### config.mk
export PLATFORM = sky130hd
export DESIGN_NAME = decimating_power_energy_meter
export DESIGN_NICKNAME = d
export VERILOG_FILES = /design/src/sv/dpem_pkg.sv /design/src/sv/decimating_power_energy_meter.sv /design/src/sv/dpem_boxcar.sv /design/src/sv/dpem_recip_div.sv /design/src/sv/dpem_totals.sv
export SDC_FILE = /design/constraint.sdc
export NUM_CORES = 2
export LEC_CHECK = 0
export BUFFER_PORTS_ARGS = -buffer_cell sky130_fd_sc_hd__buf_2
export CAP_MARGIN = 20
export CORE_UTILIZATION = 35
export CTS_CLUSTER_DIAMETER = 30
export CTS_CLUSTER_SIZE = 24
export DETAILED_ROUTE_END_ITERATION = 6
export PLACE_DENSITY = 0.64
export SETUP_SLACK_MARGIN = 0.3
export SYNTH_ARGS = -nofsm -noshare
export SYNTH_HDL_FRONTEND = slang
export SYNTH_SLANG_ARGS = --single-unit
### constraint.sdc
create_clock -name clk -period 8.7 [get_ports clk]
set_input_delay 0.435 -clock clk [delete_from_list [all_inputs] [get_ports clk]]
set_output_delay 0.435 -clock clk [all_outputs]
set_load 0.02 [all_outputs]
### src/sv/dpem_pkg.sv
// Shared types, constants and helper functions of the decimating power and energy meter.
// Has no dependencies; every other module of the block imports it.
`timescale 1ns / 1ps
`default_nettype none

package dpem_pkg;

    localparam int SAMPLE_W = 16;
    localparam int SUM_W    = 24;
    localparam int COUNT_W  = 7;
    localparam int MAG_W    = 22;
    localparam int RECIP_W  = 23;
    localparam int PROD_W   = MAG_W + RECIP_W;
    localparam int POS_W    = SAMPLE_W - 1;
    localparam int SQ_W     = 2 * POS_W;
    localparam int SCALED_W = SQ_W + COUNT_W;
    localparam int CHARGE_W = 48;
    localparam int ENERGY_W = 63;
    localparam int CINC_W   = POS_W + COUNT_W;
    localparam int PADDR_W  = 3;
    localparam int PDATA_W  = 32;
    localparam int IN_W     = 2 * SAMPLE_W;
    localparam int OUT_W    = 144;

    // Reciprocals for exact truncating division of magnitudes below 2^22.
    localparam logic [RECIP_W-1:0] DIV10_RECIP  = 23'd3355444;
    localparam int                 DIV10_SHIFT  = 25;
    localparam logic [RECIP_W-1:0] DIV100_RECIP = 23'd5368710;
    localparam int                 DIV100_SHIFT = 29;

    localparam logic [CHARGE_W-1:0] CHARGE_MAX = {CHARGE_W{1'b1}};
    localparam logic [ENERGY_W-1:0] ENERGY_MAX = {ENERGY_W{1'b1}};

    // Register word index taken from paddr[2].
    localparam logic REG_MODE = 1'b0;

    typedef enum logic [1:0] {
        MODE_N1   = 2'd0,
        MODE_N10  = 2'd1,
        MODE_N100 = 2'd2
    } mode_t;

    typedef struct packed {
        logic                       valid;
        logic                       result;
        logic                       clear;
        mode_t                      mode;
        logic signed [SUM_W-1:0]    shunt_sum;
        logic signed [SUM_W-1:0]    bus_sum;
    } run_t;

    typedef struct packed {
        logic                       valid;
        logic                       result;
        logic                       clear;
        mode_t                      mode;
        logic signed [SAMPLE_W-1:0] avg_shunt;
        logic signed [SAMPLE_W-1:0] avg_bus;
        logic [POS_W-1:0]           pos_shunt;
        logic [POS_W-1:0]           pos_bus;
    } avg_t;

    function automatic logic [COUNT_W-1:0] run_len(input mode_t mode);
        logic [COUNT_W-1:0] len;
        case (mode)
            MODE_N10:  len = 7'd10;
            MODE_N100: len = 7'd100;
            default:   len = 7'd1;
        endcase
        return len;
    endfunction

    // Multiplies by the run length with shifts and adds.
    function automatic logic [SCALED_W-1:0] scale_by_run(input logic [SQ_W-1:0] x,
                                                         input mode_t mode);
        logic [SCALED_W-1:0] xe;
        logic [SCALED_W-1:0] y;
        xe = SCALED_W'(x);
        case (mode)
            MODE_N10:  y = (xe << 3) + (xe << 1);
            MODE_N100: y = (xe << 6) + (xe << 5) + (xe << 2);
            default:   y = xe;
        endcase
        return y;
    endfunction

endpackage

`default_nettype wire

### src/sv/decimating_power_energy_meter.sv
// Decimating power and energy meter: top level with stream ports and the mode register.
// Depends on dpem_pkg, dpem_boxcar, dpem_recip_div and dpem_totals.
// Result path: run register, divider stages, then product, scaling and result registers.
// Throughput: one item per cycle; the whole pipeline holds while a result waits to be taken.
// Reset: asynchronous, clears the mode, the partial run, both totals and all valid flags.
`timescale 1ns / 1ps
`default_nettype none

module decimating_power_energy_meter (
    input  logic                           clk,
    input  logic                           rst_n,
    input  logic                           s_tvalid,
    output logic                           s_tready,
    input  logic [dpem_pkg::IN_W-1:0]      s_tdata,   // shunt_sample, bus_sample
    input  logic                           s_tuser,   // clear_totals
    output logic                           m_tvalid,
    input  logic                           m_tready,
    output logic [dpem_pkg::OUT_W-1:0]     m_tdata,   // avg_shunt, avg_bus, charge_total,
                                                      // energy_total, one zero pad bit
    input  logic                           psel,
    input  logic                           penable,
    input  logic                           pwrite,
    input  logic [dpem_pkg::PADDR_W-1:0]   paddr,
    input  logic [dpem_pkg::PDATA_W-1:0]   pwdata,
    output logic [dpem_pkg::PDATA_W-1:0]   prdata,
    output logic                           pready
);
    import dpem_pkg::*;

    logic [1:0] mode_reg, mode_next;
    logic       cfg_write;
    logic       cfg_clear;
    mode_t      run_mode;
    logic       advance;
    logic       accept;

    run_t       run;
    avg_t       avg;

    logic signed [SAMPLE_W-1:0] avg_shunt;
    logic signed [SAMPLE_W-1:0] avg_bus;
    logic [CHARGE_W-1:0]        charge_total;
    logic [ENERGY_W-1:0]        energy_total;

    assign pready    = 1'b1;
    assign cfg_write = psel && penable && pwrite && pready;
    assign cfg_clear = cfg_write && (paddr[2] == REG_MODE);
    assign prdata    = (paddr[2] == REG_MODE) ? PDATA_W'(mode_reg) : '0;

    always_comb
    begin
        mode_next = cfg_clear ? pwdata[1:0] : mode_reg;
        case (mode_reg)
            MODE_N10:  run_mode = MODE_N10;
            MODE_N100: run_mode = MODE_N100;
            default:   run_mode = MODE_N1;
        endcase
    end

    always_ff @(posedge clk or negedge rst_n)
    begin
        if (!rst_n)
        begin
            mode_reg <= MODE_N1;
        end
        else
        begin
            mode_reg <= mode_next;
        end
    end

    assign advance  = !m_tvalid || m_tready;
    assign s_tready = advance;
    assign accept   = s_tvalid && s_tready;

    dpem_boxcar u_boxcar (
        .clk          (clk),
        .rst_n        (rst_n),
        .advance      (advance),
        .accept       (accept),
        .cfg_clear    (cfg_clear),
        .mode         (run_mode),
        .shunt_sample (s_tdata[SAMPLE_W-1:0]),
        .bus_sample   (s_tdata[IN_W-1:SAMPLE_W]),
        .clear_totals (s_tuser),
        .run          (run)
    );

    dpem_recip_div u_div (
        .clk     (clk),
        .rst_n   (rst_n),
        .advance (advance),
        .run     (run),
        .avg     (avg)
    );

    dpem_totals u_totals (
        .clk          (clk),
        .rst_n        (rst_n),
        .advance      (advance),
        .avg          (avg),
        .out_valid    (m_tvalid),
        .avg_shunt    (avg_shunt),
        .avg_bus      (avg_bus),
        .charge_total (charge_total),
        .energy_total (energy_total)
    );

    assign m_tdata = {1'b0, energy_total, charge_total, avg_bus, avg_shunt};

endmodule

`default_nettype wire

### src/sv/dpem_boxcar.sv
// Boxcar run accumulator: sums a run's samples, passes each item on, flags run ends.
// Depends on dpem_pkg.
`timescale 1ns / 1ps
`default_nettype none

module dpem_boxcar (
    input  logic                                clk,
    input  logic                                rst_n,
    input  logic                                advance,
    input  logic                                accept,
    input  logic                                cfg_clear,
    input  dpem_pkg::mode_t                     mode,
    input  logic signed [dpem_pkg::SAMPLE_W-1:0] shunt_sample,
    input  logic signed [dpem_pkg::SAMPLE_W-1:0] bus_sample,
    input  logic                                clear_totals,
    output dpem_pkg::run_t                      run
);
    import dpem_pkg::*;

    logic signed [SUM_W-1:0] shunt_sum_reg, shunt_sum_next;
    logic signed [SUM_W-1:0] bus_sum_reg, bus_sum_next;
    logic [COUNT_W-1:0]      run_count_reg, run_count_next;
    run_t                    run_reg, run_next;

    logic signed [SUM_W-1:0] shunt_acc;
    logic signed [SUM_W-1:0] bus_acc;
    logic [COUNT_W-1:0]      count_inc;
    logic                    run_done;

    always_comb
    begin
        shunt_acc = shunt_sum_reg + SUM_W'(shunt_sample);
        bus_acc   = bus_sum_reg + SUM_W'(bus_sample);
        count_inc = run_count_reg + 7'd1;
        run_done  = (count_inc >= run_len(mode));

        shunt_sum_next = shunt_sum_reg;
        bus_sum_next   = bus_sum_reg;
        run_count_next = run_count_reg;
        run_next       = run_reg;

        if (cfg_clear)
        begin
            shunt_sum_next = '0;
            bus_sum_next   = '0;
            run_count_next = '0;
        end
        else if (accept)
        begin
            if (run_done)
            begin
                shunt_sum_next = '0;
                bus_sum_next   = '0;
                run_count_next = '0;
            end
            else
            begin
                shunt_sum_next = shunt_acc;
                bus_sum_next   = bus_acc;
                run_count_next = count_inc;
            end
        end

        if (advance)
        begin
            run_next.valid     = accept;
            run_next.result    = accept && run_done;
            run_next.clear     = clear_totals;
            run_next.mode      = mode;
            run_next.shunt_sum = shunt_acc;
            run_next.bus_sum   = bus_acc;
        end
    end

    always_ff @(posedge clk or negedge rst_n)
    begin
        if (!rst_n)
        begin
            shunt_sum_reg <= '0;
            bus_sum_reg   <= '0;
            run_count_reg <= '0;
            run_reg       <= '0;
        end
        else
        begin
            shunt_sum_reg <= shunt_sum_next;
            bus_sum_reg   <= bus_sum_next;
            run_count_reg <= run_count_next;
            run_reg       <= run_next;
        end
    end

    assign run = run_reg;

endmodule

`default_nettype wire

### src/sv/dpem_recip_div.sv
// Two-stage divider by the run length using reciprocal multiplication, truncating toward zero.
// Depends on dpem_pkg; fed by dpem_boxcar.
`timescale 1ns / 1ps
`default_nettype none

module dpem_recip_div (
    input  logic           clk,
    input  logic           rst_n,
    input  logic           advance,
    input  dpem_pkg::run_t run,
    output dpem_pkg::avg_t avg
);
    import dpem_pkg::*;

    logic               valid_reg, valid_next;
    logic               result_reg, result_next;
    logic               clear_reg, clear_next;
    mode_t              mode_reg, mode_next;
    logic               neg_s_reg, neg_s_next;
    logic               neg_b_reg, neg_b_next;
    logic [MAG_W-1:0]   mag_s_reg, mag_s_next;
    logic [MAG_W-1:0]   mag_b_reg, mag_b_next;
    logic [PROD_W-1:0]  prod_s_reg, prod_s_next;
    logic [PROD_W-1:0]  prod_b_reg, prod_b_next;
    avg_t               avg_reg, avg_next;

    logic [RECIP_W-1:0]  recip;
    logic [SAMPLE_W-1:0] q_s;
    logic [SAMPLE_W-1:0] q_b;

    always_comb
    begin
        recip = (run.mode == MODE_N100) ? DIV100_RECIP : DIV10_RECIP;

        valid_next  = valid_reg;
        result_next = result_reg;
        clear_next  = clear_reg;
        mode_next   = mode_reg;
        neg_s_next  = neg_s_reg;
        neg_b_next  = neg_b_reg;
        mag_s_next  = mag_s_reg;
        mag_b_next  = mag_b_reg;
        prod_s_next = prod_s_reg;
        prod_b_next = prod_b_reg;

        if (advance)
        begin
            valid_next  = run.valid;
            result_next = run.result;
            clear_next  = run.clear;
            mode_next   = run.mode;
            neg_s_next  = run.shunt_sum[SUM_W-1];
            neg_b_next  = run.bus_sum[SUM_W-1];
            mag_s_next  = MAG_W'(run.shunt_sum[SUM_W-1] ? -run.shunt_sum : run.shunt_sum);
            mag_b_next  = MAG_W'(run.bus_sum[SUM_W-1] ? -run.bus_sum : run.bus_sum);
            prod_s_next = mag_s_next * recip;
            prod_b_next = mag_b_next * recip;
        end
    end

    always_comb
    begin
        case (mode_reg)
            MODE_N10:
            begin
                q_s = prod_s_reg[DIV10_SHIFT +: SAMPLE_W];
                q_b = prod_b_reg[DIV10_SHIFT +: SAMPLE_W];
            end
            MODE_N100:
            begin
                q_s = prod_s_reg[DIV100_SHIFT +: SAMPLE_W];
                q_b = prod_b_reg[DIV100_SHIFT +: SAMPLE_W];
            end
            default:
            begin
                q_s = mag_s_reg[SAMPLE_W-1:0];
                q_b = mag_b_reg[SAMPLE_W-1:0];
            end
        endcase

        avg_next = avg_reg;
        if (advance)
        begin
            avg_next.valid     = valid_reg;
            avg_next.result    = result_reg;
            avg_next.clear     = clear_reg;
            avg_next.mode      = mode_reg;
            avg_next.avg_shunt = neg_s_reg ? -q_s : q_s;
            avg_next.avg_bus   = neg_b_reg ? -q_b : q_b;
            avg_next.pos_shunt = neg_s_reg ? '0 : q_s[POS_W-1:0];
            avg_next.pos_bus   = neg_b_reg ? '0 : q_b[POS_W-1:0];
        end
    end

    always_ff @(posedge clk or negedge rst_n)
    begin
        if (!rst_n)
        begin
            valid_reg <= 1'b0;
            avg_reg   <= '0;
        end
        else
        begin
            valid_reg <= valid_next;
            avg_reg   <= avg_next;
        end
    end

    always_ff @(posedge clk)
    begin
        result_reg <= result_next;
        clear_reg  <= clear_next;
        mode_reg   <= mode_next;
        neg_s_reg  <= neg_s_next;
        neg_b_reg  <= neg_b_next;
        mag_s_reg  <= mag_s_next;
        mag_b_reg  <= mag_b_next;
        prod_s_reg <= prod_s_next;
        prod_b_reg <= prod_b_next;
    end

    assign avg = avg_reg;

endmodule

`default_nettype wire

### src/sv/dpem_totals.sv
// Charge and energy totals: products scaled by run length, saturating accumulation, result register.
// Depends on dpem_pkg; fed by dpem_recip_div.
`timescale 1ns / 1ps
`default_nettype none

module dpem_totals (
    input  logic                                 clk,
    input  logic                                 rst_n,
    input  logic                                 advance,
    input  dpem_pkg::avg_t                       avg,
    output logic                                 out_valid,
    output logic signed [dpem_pkg::SAMPLE_W-1:0] avg_shunt,
    output logic signed [dpem_pkg::SAMPLE_W-1:0] avg_bus,
    output logic [dpem_pkg::CHARGE_W-1:0]        charge_total,
    output logic [dpem_pkg::ENERGY_W-1:0]        energy_total
);
    import dpem_pkg::*;

    // Product stage
    logic                       p_valid_reg, p_valid_next;
    logic                       p_result_reg, p_result_next;
    logic                       p_clear_reg, p_clear_next;
    mode_t                      p_mode_reg, p_mode_next;
    logic signed [SAMPLE_W-1:0] p_avg_s_reg, p_avg_s_next;
    logic signed [SAMPLE_W-1:0] p_avg_b_reg, p_avg_b_next;
    logic [CINC_W-1:0]          p_cinc_reg, p_cinc_next;
    logic [SQ_W-1:0]            p_sq_reg, p_sq_next;

    // Scaling stage
    logic                       e_valid_reg, e_valid_next;
    logic                       e_result_reg, e_result_next;
    logic                       e_clear_reg, e_clear_next;
    logic signed [SAMPLE_W-1:0] e_avg_s_reg, e_avg_s_next;
    logic signed [SAMPLE_W-1:0] e_avg_b_reg, e_avg_b_next;
    logic [CINC_W-1:0]          e_cinc_reg, e_cinc_next;
    logic [SCALED_W-1:0]        e_einc_reg, e_einc_next;

    // Accumulators and result register
    logic                       out_valid_reg, out_valid_next;
    logic signed [SAMPLE_W-1:0] avg_s_reg, avg_s_next;
    logic signed [SAMPLE_W-1:0] avg_b_reg, avg_b_next;
    logic [CHARGE_W-1:0]        charge_reg, charge_next;
    logic [ENERGY_W-1:0]        energy_reg, energy_next;

    logic [CHARGE_W-1:0]        charge_base;
    logic [ENERGY_W-1:0]        energy_base;
    logic [CHARGE_W:0]          charge_sum;
    logic [ENERGY_W:0]          energy_sum;

    always_comb
    begin
        p_valid_next  = p_valid_reg;
        p_result_next = p_result_reg;
        p_clear_next  = p_clear_reg;
        p_mode_next   = p_mode_reg;
        p_avg_s_next  = p_avg_s_reg;
        p_avg_b_next  = p_avg_b_reg;
        p_cinc_next   = p_cinc_reg;
        p_sq_next     = p_sq_reg;
        if (advance)
        begin
            p_valid_next  = avg.valid;
            p_result_next = avg.result;
            p_clear_next  = avg.clear;
            p_mode_next   = avg.mode;
            p_avg_s_next  = avg.avg_shunt;
            p_avg_b_next  = avg.avg_bus;
            p_cinc_next   = CINC_W'(scale_by_run(SQ_W'(avg.pos_shunt), avg.mode));
            p_sq_next     = avg.pos_shunt * avg.pos_bus;
        end
    end

    always_comb
    begin
        e_valid_next  = e_valid_reg;
        e_result_next = e_result_reg;
        e_clear_next  = e_clear_reg;
        e_avg_s_next  = e_avg_s_reg;
        e_avg_b_next  = e_avg_b_reg;
        e_cinc_next   = e_cinc_reg;
        e_einc_next   = e_einc_reg;
        if (advance)
        begin
            e_valid_next  = p_valid_reg;
            e_result_next = p_result_reg;
            e_clear_next  = p_clear_reg;
            e_avg_s_next  = p_avg_s_reg;
            e_avg_b_next  = p_avg_b_reg;
            e_cinc_next   = p_cinc_reg;
            e_einc_next   = scale_by_run(p_sq_reg, p_mode_reg);
        end
    end

    always_comb
    begin
        charge_base = e_clear_reg ? '0 : charge_reg;
        energy_base = e_clear_reg ? '0 : energy_reg;
        charge_sum  = {1'b0, charge_base} + (CHARGE_W + 1)'(e_cinc_reg);
        energy_sum  = {1'b0, energy_base} + (ENERGY_W + 1)'(e_einc_reg);

        out_valid_next = out_valid_reg;
        avg_s_next     = avg_s_reg;
        avg_b_next     = avg_b_reg;
        charge_next    = charge_reg;
        energy_next    = energy_reg;

        if (advance)
        begin
            out_valid_next = e_valid_reg && e_result_reg;
            if (e_valid_reg)
            begin
                if (e_result_reg)
                begin
                    avg_s_next  = e_avg_s_reg;
                    avg_b_next  = e_avg_b_reg;
                    charge_next = charge_sum[CHARGE_W] ? CHARGE_MAX : charge_sum[CHARGE_W-1:0];
                    energy_next = energy_sum[ENERGY_W] ? ENERGY_MAX : energy_sum[ENERGY_W-1:0];
                end
                else
                begin
                    charge_next = charge_base;
                    energy_next = energy_base;
                end
            end
        end
    end

    always_ff @(posedge clk or negedge rst_n)
    begin
        if (!rst_n)
        begin
            p_valid_reg   <= 1'b0;
            e_valid_reg   <= 1'b0;
            out_valid_reg <= 1'b0;
            charge_reg    <= '0;
            energy_reg    <= '0;
        end
        else
        begin
            p_valid_reg   <= p_valid_next;
            e_valid_reg   <= e_valid_next;
            out_valid_reg <= out_valid_next;
            charge_reg    <= charge_next;
            energy_reg    <= energy_next;
        end
    end

    always_ff @(posedge clk)
    begin
        p_result_reg <= p_result_next;
        p_clear_reg  <= p_clear_next;
        p_mode_reg   <= p_mode_next;
        p_avg_s_reg  <= p_avg_s_next;
        p_avg_b_reg  <= p_avg_b_next;
        p_cinc_reg   <= p_cinc_next;
        p_sq_reg     <= p_sq_next;
        e_result_reg <= e_result_next;
        e_clear_reg  <= e_clear_next;
        e_avg_s_reg  <= e_avg_s_next;
        e_avg_b_reg  <= e_avg_b_next;
        e_cinc_reg   <= e_cinc_next;
        e_einc_reg   <= e_einc_next;
        avg_s_reg    <= avg_s_next;
        avg_b_reg    <= avg_b_next;
    end

    assign out_valid    = out_valid_reg;
    assign avg_shunt    = avg_s_reg;
    assign avg_bus      = avg_b_reg;
    assign charge_total = charge_reg;
    assign energy_total = energy_reg;

endmodule

`default_nettype wire

==> impl_metrics.py <==
metrics = {
    "run_status": {
        "status": "finished with violations",
        "violations": "DRC",
    },
    "synth": {
        "synthCells": 6526,
        "ys_warn_count": 0,
        "synth_cell_type_count": 99,
        "syn_area_per_cell_sq_um": 9.80,
        "synth_seq_area_share": 0.250,
        "syn_area_sq_um": 64000,
        "synthArstFlopShare": 0.499,
        "ys_ff_latch": 581,
        "synth_edf_count": 291,
        "synth_ff_type": "edfxtp_1",
    },
    "timing": {
        "slew_headroom": 0.262,
        "slew_violations": 0,
        "fin_crit_sh": 0.952,
        "hold_violations": 0,
        "rsz0062_at_grt": "yes",
        "fmax_ghz": 0.121,
        "worst-slew-pin-transition_ps": 1110,
        "setup_viol": 0,
        "fin_setup_tns_ps": 0,
        "min_period_ps": 8280,
        "skew_ps": 78.7,
    },
    "floorplanning": {
        "coreArea_sq_um": 181000,
        "fp.dieH_um": 430,
        "dieArea_sq_um": 185000,
        "row_count": 156,
        "start_util": 0.353,
        "die_w_um": 430,
        "ioPinCount": 254,
    },
    "route": {
        "detail-route-antenna-nets": 0,
        "drc": 8,
        "dr.pass1.iters": 7,
        "drt_wl_total_mm": 167,
        "wl_per_cell_um": 17.8,
        "drt_iter0_drc": 3021,
        "avgViaCountPerCell": 5.08,
        "num_vias": 47600,
    },
    "setup_path": {
        "required_ps": 9170,
        "cpPeakStageDelay_ps": 550,
        "worstSetupStartpointType": "register",
        "cp_max_fo": 4,
        "cp_slowest_cell": "fa_1",
        "crit_arrival_ps": 8760,
        "path_class": "register to register",
        "endpoint_kind": "register",
    },
    "layout": {
        "fillers": 17500,
        "multi_input_area_sq_um": 43700,
        "antenna_cells": 0,
        "syn_to_final_growth_pct": 14.8,
        "layout-drive-gt1-share": 0.109,
        "nNetsFinal": 8492,
        "largest_register_ffs": 67,
        "seq_area_sq_um": 16000,
    },
    "global_routing": {
        "grt_pass1_vias": 49600,
        "use_met1": 0.239,
        "grt_use_met3": 0.0279,
        "antenna_found_initial": 4,
        "top_usage_layer": "met2",
        "overflow": 0,
        "grt_max_degree": 186,
        "grt_pass1_wl_mm": 269,
        "grt.total_usage": 0.180,
        "grt_use_met2": 0.308,
    },
    "clock_network": {
        "root_buffer": "clkbuf_16",
        "clock_latency_ps": 750,
        "clk_pin_slew_ps": 50,
        "cts_max_path_buffers": 3,
        "cts_tree": "yes",
        "cts_buffers": 113,
        "clock_sinks": 581,
        "htree_levels": 3,
    },
    "place": {
        "port-buffer-count": 189,
        "hpwl_mm": 132,
        "gp_congestion": 0.925,
    },
    "run": {
        "cap_violations": 0,
    },
    "worst_hold_path": {
        "min_path_type": "input pin to register",
    },
}
[synthesized netlist by cell type, types with 61 or more instances]
| library cell | number | share of area |
|---|---|---|
| inv_1 | 1122 | 0.066 |
| ha_1 | 770 | 0.15 |
| fa_1 | 759 | 0.24 |
| nand2_1 | 649 | 0.038 |
| nor2_1 | 311 | 0.018 |
| edfxtp_1 | 291 | 0.14 |
| dfrtp_1 | 290 | 0.11 |
| a21oi_1 | 283 | 0.022 |
| o21ai_0 | 279 | 0.022 |
| xnor2_1 | 197 | 0.027 |
| clkbuf_1 | 172 | 0.010 |
| a21o_1 | 140 | 0.016 |
| and2_1 | 125 | 0.012 |
| xor2_1 | 103 | 0.014 |
| nor2b_1 | 86 | 0.0084 |
| nand3_1 | 79 | 0.0062 |
| nor3_1 | 61 | 0.0048 |
[repair_timing]
item                                    4_1_cts  5_1_grt
hold buffers                                  5        0
endpoints found under the setup margin       15       32
hold endpoints to repair                     51        0
pin swaps                                    23       62
setup buffers                                 8       25
resized for setup                            18      110
[final cells by class]
type                    count  share of cell area
clock inverters            76              0.0127
repair buffers            404              0.0359
well taps                2370              0.0404
flip-flops and latches    581               0.218
multi-input cells        4662               0.594
inverters                1126              0.0577
clock buffers             139              0.0415
[path summary, 6_finish.rpt]
| path | start | endpoint | slack [ps] | cells past startpoint |
|---|---|---|---|---|
| worst max-delay path | u_boxcar.run[32]$_DFFE_PN0N_ | u_div.prod_s_reg[41]$_DFFE_PN_ | 420 | 31 |
| worst min-delay path | s_tdata[16] | u_boxcar.run[0]$_DFFE_PN0N_ | 120 | 4 |
| worst max register to register | u_boxcar.run[32]$_DFFE_PN0N_ | u_div.prod_s_reg[41]$_DFFE_PN_ | 420 | 31 |
| worst min register to register | u_totals.p_cinc_reg[15]$_SDFFCE_PP0N_ | u_totals.e_cinc_reg[15]$_DFFE_PN_ | 400 | 0 |
| max in group asynchronous | rst_n | u_boxcar.shunt_sum_reg[15]$_DFFE_PN0P_ | 6460 | 4 |
| min in group asynchronous | rst_n | u_totals.charge_total[37]$_DFFE_PN0P_ | 220 | 2 |
[routing by layer]
| layer | vias up | share of wire |
|---|---|---|
| met4 | 2 | 0.023 |
| li1 | 22400 | - |
| met3 | 249 | 0.049 |
| met2 | 1199 | 0.49 |
| met1 | 23800 | 0.44 |
| met5 | - | 0.000078 |
[cell families after synthesis]
| logic type | Yosys count | share of synthesized area |
|---|---|---|
| flip-flops | 581 | 0.250 |
| other | 2 | 0.000117 |
| multiplexers | 23 | 0.00375 |
| adder cells (fa/ha/maj) | 1529 | 0.388 |
| buffers and inverters | 1351 | 0.0813 |
| AND/OR/NAND/NOR | 1534 | 0.112 |
| AO/OA/AOI/OAI | 1203 | 0.123 |
| XOR/XNOR | 303 | 0.0418 |
[metrics by stage]
stage	cells	instance area, sq um	setup slack, ps	hold WS, ps	utilization
finish	9358	73500	418	117	0.406
detailed placement	9104	68600	128	382	0.379
CTS	9332	72800	276	54.3	0.402
floorplan	6594	64200	307	139	-
global route	9358	73500	131	108	0.406
global placement	9104	68600	203	384	0.379
[critical path, delay by kind of cell (launching register included)]
family | cells | cell delay [ps]
adders and majority gates | 8 | 2930
and+or+nand+nor | 10 | 2500
AOI/OAI and AO/OA | 8 | 1500
xor gates and xnor gates | 3 | 490
DFF | 1 | 380
buffers and inverters | 2 | 240
[placed cells by master (no fill, tap or decap), types with 18 or more instances in the layout]
| master | Yosys | layout |
|---|---|---|
| dfrtp_1 | 290 | 288 |
| and3_1 | 31 | 31 |
| nand2_1 | 649 | 645 |
| a22o_1 | 53 | 53 |
| xnor2_1 | 197 | 194 |
| a22oi_1 | 49 | 49 |
| conb_1 | 2 | 70 |
| a21oi_1 | 283 | 274 |
| nor3_1 | 61 | 58 |
| nand3_1 | 79 | 76 |
| nand2b_1 | 49 | 47 |
| inv_1 | 1122 | 1111 |
| nor2_1 | 311 | 300 |
| a211oi_1 | 25 | 24 |
| clkbuf_16 | 0 | 115 |
| o22ai_1 | 38 | 38 |
| edfxtp_1 | 291 | 291 |
| o211ai_1 | 24 | 24 |
| o21ai_0 | 279 | 267 |
| a221oi_1 | 21 | 20 |
| a31oi_1 | 38 | 38 |
| o21a_1 | 35 | 35 |
| nor2b_1 | 86 | 84 |
| o21bai_1 | 31 | 31 |
| a21o_1 | 140 | 140 |
| nand4_1 | 32 | 32 |
| or2_2 | 20 | 18 |
| and2_1 | 125 | 123 |
| o31ai_1 | 19 | 18 |
| fa_1 | 759 | 754 |
| xor2_1 | 103 | 101 |
| ha_1 | 770 | 752 |
| buf_2 | 7 | 188 |
| buf_4 | 32 | 203 |
Power is not shown: default switching activity piles up to over one toggle a cycle in this logic, so the estimate is an artifact.
